`src/hdl/mmde_pkg.sv`:
```
// ---------------------------------------------------------------------------
// mmde_pkg
// Shared types and constants for the matrix multiply dot engine: field
// widths, mode and register codes, controller states and the
// command/status structs between controller and datapath.
// ---------------------------------------------------------------------------
package mmde_pkg;

    localparam int MODE_W    = 2;
    localparam int IDX_W     = 4;
    localparam int VAL_W     = 16;
    localparam int PROD_W    = 2 * VAL_W;
    localparam int SUM_W     = 36;
    localparam int CFG_W     = 5;
    localparam int CFG_IDX_W = 2;

    localparam logic [MODE_W-1:0] MODE_LOAD_A  = 2'd0;
    localparam logic [MODE_W-1:0] MODE_LOAD_B  = 2'd1;
    localparam logic [MODE_W-1:0] MODE_REQUEST = 2'd2;

    localparam logic [CFG_IDX_W-1:0] CFG_ROWS_N  = 2'd0;
    localparam logic [CFG_IDX_W-1:0] CFG_INNER_K = 2'd1;
    localparam logic [CFG_IDX_W-1:0] CFG_COLS_M  = 2'd2;

    localparam logic [CFG_W-1:0] CFG_RESET_VAL = 5'd16;

    typedef enum logic [1:0] {
        S_IDLE,
        S_RUN,
        S_DRAIN,
        S_DONE
    } t_state;

    typedef struct packed {
        logic wr_a;       // store incoming element into A
        logic wr_b;       // store incoming element into B
        logic req_start;  // latch request indices, clear accumulator
        logic rd_en;      // issue one inner-product read at k, advance k
        logic out_load;   // move accumulator into the output register
    } t_dp_cmd;

    typedef struct packed {
        logic a_ok;       // incoming A load lies within bounds
        logic b_ok;       // incoming B load lies within bounds
        logic req_err;    // incoming request row/col out of range
        logic k_zero;     // inner length is zero
        logic k_last;     // current k is the last inner index
        logic pipe_busy;  // read or multiply still in flight
        logic out_free;   // output register can take a result this cycle
    } t_dp_status;

endpackage

```
`src/hdl/mmde_ctrl.sv`:
```
// ---------------------------------------------------------------------------
// mmde_ctrl
// Controller for the dot engine: accepts one request at a time, steps the
// datapath through the inner loop, drains the pipeline and hands the
// result to the output register.
// ---------------------------------------------------------------------------
module mmde_ctrl (
    input  logic                         i_clk,
    input  logic                         i_rst_n,
    input  logic                         i_valid,
    input  logic [mmde_pkg::MODE_W-1:0]  i_mode,
    input  mmde_pkg::t_dp_status         i_status,
    output logic                         o_stall,
    output mmde_pkg::t_dp_cmd            o_cmd
);

    mmde_pkg::t_state r_state;
    mmde_pkg::t_state n_state;
    logic             w_accept;

    assign o_stall  = (r_state != mmde_pkg::S_IDLE);
    assign w_accept = i_valid && !o_stall;

    always_ff @(posedge i_clk) begin
        if (!i_rst_n) begin
            r_state <= mmde_pkg::S_IDLE;
        end else begin
            r_state <= n_state;
        end
    end

    always_comb begin
        n_state = r_state;
        unique case (r_state)
            mmde_pkg::S_IDLE: begin
                if (w_accept && (i_mode == mmde_pkg::MODE_REQUEST)) begin
                    if (i_status.req_err || i_status.k_zero) begin
                        n_state = mmde_pkg::S_DONE;
                    end else begin
                        n_state = mmde_pkg::S_RUN;
                    end
                end
            end
            mmde_pkg::S_RUN: begin
                if (i_status.k_last) begin
                    n_state = mmde_pkg::S_DRAIN;
                end
            end
            mmde_pkg::S_DRAIN: begin
                if (!i_status.pipe_busy) begin
                    n_state = mmde_pkg::S_DONE;
                end
            end
            mmde_pkg::S_DONE: begin
                if (i_status.out_free) begin
                    n_state = mmde_pkg::S_IDLE;
                end
            end
            default: n_state = mmde_pkg::S_IDLE;
        endcase
    end

    always_comb begin
        o_cmd = '0;
        unique case (r_state)
            mmde_pkg::S_IDLE: begin
                if (w_accept) begin
                    unique case (i_mode)
                        mmde_pkg::MODE_LOAD_A:  o_cmd.wr_a      = i_status.a_ok;
                        mmde_pkg::MODE_LOAD_B:  o_cmd.wr_b      = i_status.b_ok;
                        mmde_pkg::MODE_REQUEST: o_cmd.req_start = 1'b1;
                        default: ;  // unused mode, dropped
                    endcase
                end
            end
            mmde_pkg::S_RUN:   o_cmd.rd_en    = 1'b1;
            mmde_pkg::S_DRAIN: ;
            mmde_pkg::S_DONE:  o_cmd.out_load = i_status.out_free;
            default: ;
        endcase
    end

endmodule

```
`config.mk`:
```
export PLATFORM = sky130hd
export DESIGN_NAME = mmde_ctrl
export DESIGN_NICKNAME = d
export VERILOG_FILES = /design/src/hdl/mmde_pkg.sv /design/src/hdl/mmde_ctrl.sv
export SDC_FILE = /design/constraint.sdc
export NUM_CORES = 1
export LEC_CHECK = 0
export ABC_AREA = 1
export BUFFER_PORTS_ARGS = -buffer_cell sky130_fd_sc_hd__clkbuf_2
export CORE_AREA = 2 2 39 41
export DETAILED_ROUTE_END_ITERATION = 7
export DIE_AREA = 0 0 41 43
export GPL_ROUTABILITY_DRIVEN = 0
export HOLD_SLACK_MARGIN = 0.06
export PLACE_DENSITY = 0.49
export SYNTH_ARGS = -nofsm -noshare
export SYNTH_HDL_FRONTEND = slang
export SYNTH_SLANG_ARGS = --single-unit
```
`constraint.sdc`:
```
create_clock -name i_clk -period 1.4 [get_ports i_clk]
set_input_delay 0.07 -clock i_clk [delete_from_list [all_inputs] [get_ports i_clk]]
set_output_delay 0.07 -clock i_clk [all_outputs]
set_load 0.05 [all_outputs]
```
Yosys cells after proc, flatten, opt, wreduce, memory -nomap -nowiden
Cells that the tools add are included.
{"block": "totals", "regBits": 2, "input_bits": 12, "output_inout_bits": 6}
{"block": "op_classes", "n_eq_ne": 9, "mux": 13, "n_reduce_logical": 8}
{"operator": "two-way mux 2 bit", "count": 5}
{"operator": "inequality test 2 bit, second input constant", "count": 4}
{"operator": "case mux 2 bit (4 select lines)", "count": 1}
{"operator": "equality test 2 bit, second input constant", "count": 3}
{"operator": "two-way mux 3 bit", "count": 2}
{"operator": "two-way mux 1 bit", "count": 5}
{"operator": "equality test 2 x 1 -> 1 bit, second input constant", "count": 2}
{"operator": "logical NOT 2 bit", "count": 2}
{"operator": "AND reduction 4 bit", "count": 1}
{"operator": "logical AND 1 bit", "count": 2}
{"operator": "nonzero test 2 bit", "count": 1}
{"operator": "logical NOT 1 bit", "count": 1}
{"operator": "logical OR 1 bit", "count": 1}

Longest topological paths before layout
{"block": "depth", "ltp_word": 6, "ltp_mapped": 9, "ltp_nobuf": 9}

Worst setup path after synthesis
No wires, ideal clock.
{"block": "synth_path", "path_kind": "register to output", "from": "reg r_state[0]", "to": "out o_cmd[4] (netlist bit)", "arrival_ns": 1.824, "required_ns": 1.330, "path_slack_ns": -0.494, "path_stages_with_launch": 5, "path_cell_list": "dfxtp_1 inv_1 ha_1 nand2_2 nor3_1"}
{"element": "start: declaration", "line": "mmde_ctrl.sv:17", "rtl": "mmde_pkg::t_state r_state;"}
{"element": "start signal: assignment", "line": "mmde_ctrl.sv:26", "rtl": "r_state <= mmde_pkg::S_IDLE;"}
{"element": "start signal: assignment", "line": "mmde_ctrl.sv:28", "rtl": "r_state <= n_state;"}
{"element": "end: declaration", "line": "mmde_ctrl.sv:14", "rtl": "output mmde_pkg::t_dp_cmd o_cmd"}

==> metrics.cfg <==
[outcome]
status=completed

[yosys]
synthDistinctLibCells=12
yosysSeqAreaShare=0.155
postSynthNetCount=60
yosys.area.top_type_share=0.194
postSynthRegisterBits=2
synthesis.area_per_instance_um2=5.86
yosysWarningCount=0
syn-instance-count=44
synthTopCellsByArea=sky130_fd_sc_hd__ha_1 19%, sky130_fd_sc_hd__inv_1 16%, sky130_fd_sc_hd__dfxtp_1 16%
synth_cell_area_um2=258
post-synth-top-area-cell=sky130_fd_sc_hd__ha_1

[pwr]
total_leakage_power_nw=0.270
cellPowerDensity_nw_per_um2=1940
max-vdd-ir-drop_mv=0.685

[cts]
cts.reportedPaths.clkPinSlew_ns=0.03
number_of_buffers_on_the_longest_clock_path=2
htree_levels=1
cts_tree=yes
master_cell_of_the_clock_root_buffer=sky130_fd_sc_hd__clkbuf_4
cts_setup_buffers=0
clk_latency_ns=0.22
cts_num_sinks=2
tritoncts.num_buffers=3

[layout]
registers.top_by_ff_count=r_state
flip_flop_count_of_the_largest_register_all_copies_and_words_added=2
antenna_cells=0
layout.cells.non_filler=83
layout-area-overhead-vs-synth_pct=70.4
most_frequent_cells_in_the_layout=15 x sky130_fd_sc_hd__clkbuf_2, 10 x sky130_fd_sc_hd__inv_1, 9 x sky130_fd_sc_hd__nand2_1
nets=85
final_layout_size_suffix_gt1_frac=0.493
fill_cells=170
most_common_cell_after_layout_fill_and_taps_aside=sky130_fd_sc_hd__clkbuf_2
layout_top_registers=r_state (2)

[global_routing]
grt_first_pass_wirelength_um=1060
gr_ovfl_total=0
first_global_vias=293
largest_net_degree_at_the_start_of_global_routing=5
globalRouteTotalUtil=0.0851
antenna_found_initial=0

[timing]
finClkSkew_ns=0.00230
fmaxAchievable_ghz=0.769
period_share=0.928
final_max_slew_viol_count=0
slew_headroom=0.816
fin_crit_ns=1.30
setup_viol=0
hold_violations=0
grt_setup_unrepaired=false
hold_slack_ns=0.0723
layout_setup_ws_ns=0.100
worstMarginPinSlew_ns=0.278

[placed_design]
dpl.hpwl_um=491
detailedPlace.worstSlack_ns=0.169
portBuffers=17
placed_cells=80

[run]
cap_viol_max_count=0

[critical_path]
max_stage_delay_ns=0.30
worstSetupStartpointType=register
critPathMaxFanout=4
required_worst_endpoint_ns=1.33
crit_chain=inv_1 > ha_4 > nand2_2 > nor2_1 > clkbuf_2
timing.critical_path.to_type=output port
crit_type=register to output port
worst_path_max_delay_cell=sky130_fd_sc_hd__dfxtp_1
cp.arrival_ns=1.23

[floorplan]
io_pins=18
die_w_um=41
initial_utilization=0.186
placementRows=14
die_h_um=43
core_area_um2=1380
die_area_um2=1760

[detailed_routing]
post_drt_wl_per_cell_um=6.60
vias=306
routed_wl_um=548
post_detailed_route_count_of_antenna_violating_nets=0
drc=0
drt_first_iter_violations=3
detail_route.vias_per_cell=3.69
drt_pre_antenna_iters=2

[worst_hold_path]
hold_path_class=primary input to register

==> metal layers <==
metal / global-route usage / vias to the layer above / wire length [um]
met3: 0.0157 / 0 / 36
li1: - / 173 / -
met1: 0.108 / 126 / 244
met4: 0.0400 / 0 / 0
met5: 0 / - / 0
met2: 0.131 / 7 / 268
==> cell type report <==
type | count | area [um^2] | share of cell area
Inverter | 12 | 45.0 | 0.103
Sequential cell | 2 | 40.0 | 0.0912
Multi-Input combinational cell | 30 | 193 | 0.439
Tap cell | 16 | 20.0 | 0.0456
Clock buffer | 3 | 22.5 | 0.0513
Timing Repair Buffer | 20 | 119 | 0.271
==> power by group <==
part	leakage, nW	switching, W	internal (W)	total, W
registers	0.0166	0.0000142	0.0000826	0.0000969
logic	0.240	0.000394	0.000238	0.000631
clock network	0.0138	0.0000304	0.0000944	0.000125
total	0.270	0.000438	0.000415	0.000853
==> stage by stage <==
step	total power (W)	area (um^2)	setup TNS, ns	utilization
after floorplan	0.000541	265	-0.157	-
after global placement	0.000700	393	0	0.284
after CTS	0.000836	427	0	0.308
after detailed placement	0.000696	393	0	0.284
final	0.000853	439	0	0.317
after global routing	0.000953	439	0	0.317
==> timing repair <==
item / CTS / global route
resized for setup: 3 / 3
endpoints found under the setup margin: 2 / 3
hold buffers: 0 / 0
hold endpoints to repair: 0 / 0
==> cells in the mapped netlist <==
| library cell | instances |
|---|---|
| sky130_fd_sc_hd__dfxtp_1 | 2 |
| sky130_fd_sc_hd__nor2_4 | 1 |
| sky130_fd_sc_hd__nand2_1 | 9 |
| sky130_fd_sc_hd__nor3_1 | 1 |
| sky130_fd_sc_hd__nand2_2 | 3 |
| sky130_fd_sc_hd__inv_2 | 1 |
| sky130_fd_sc_hd__a21oi_1 | 3 |
| sky130_fd_sc_hd__ha_1 | 4 |
| sky130_fd_sc_hd__nand3_1 | 2 |
| sky130_fd_sc_hd__nor2_2 | 1 |
| sky130_fd_sc_hd__nor2_1 | 6 |
| sky130_fd_sc_hd__inv_1 | 11 |
==> path summary, 6_finish.rpt <==
check	cells after the start	slack [ns]	endpoint	start
hold / removal	3	0.07	r_state[0]	i_rst_n
setup reg to reg	7	0.15	r_state[1]	r_state[0]
setup / recovery	5	0.10	o_cmd[3]	r_state[1]
hold reg to reg	3	0.61	r_state[1]	r_state[1]
==> worst max-delay path, delay by kind of cell, from the launching register on <==
family | cells | cell delay [ns]
buffers and inverters | 2 | 0.38
adders and majority gates | 1 | 0.16
DFF | 1 | 0.30
and+or+nand+nor | 2 | 0.17
==> logic make-up (layout without fill, tap and decap cells) <==
| group | Yosys count | in the layout | share of synthesized area |
|---|---|---|---|
| flops | 2 | 2 | 0.155 |
| compound gates | 3 | 3 | 0.0582 |
| fa+ha+maj | 4 | 4 | 0.194 |
| simple gates | 23 | 23 | 0.417 |
| buf+inv | 12 | 35 | 0.175 |
Power figures use the tool's default switching activity.
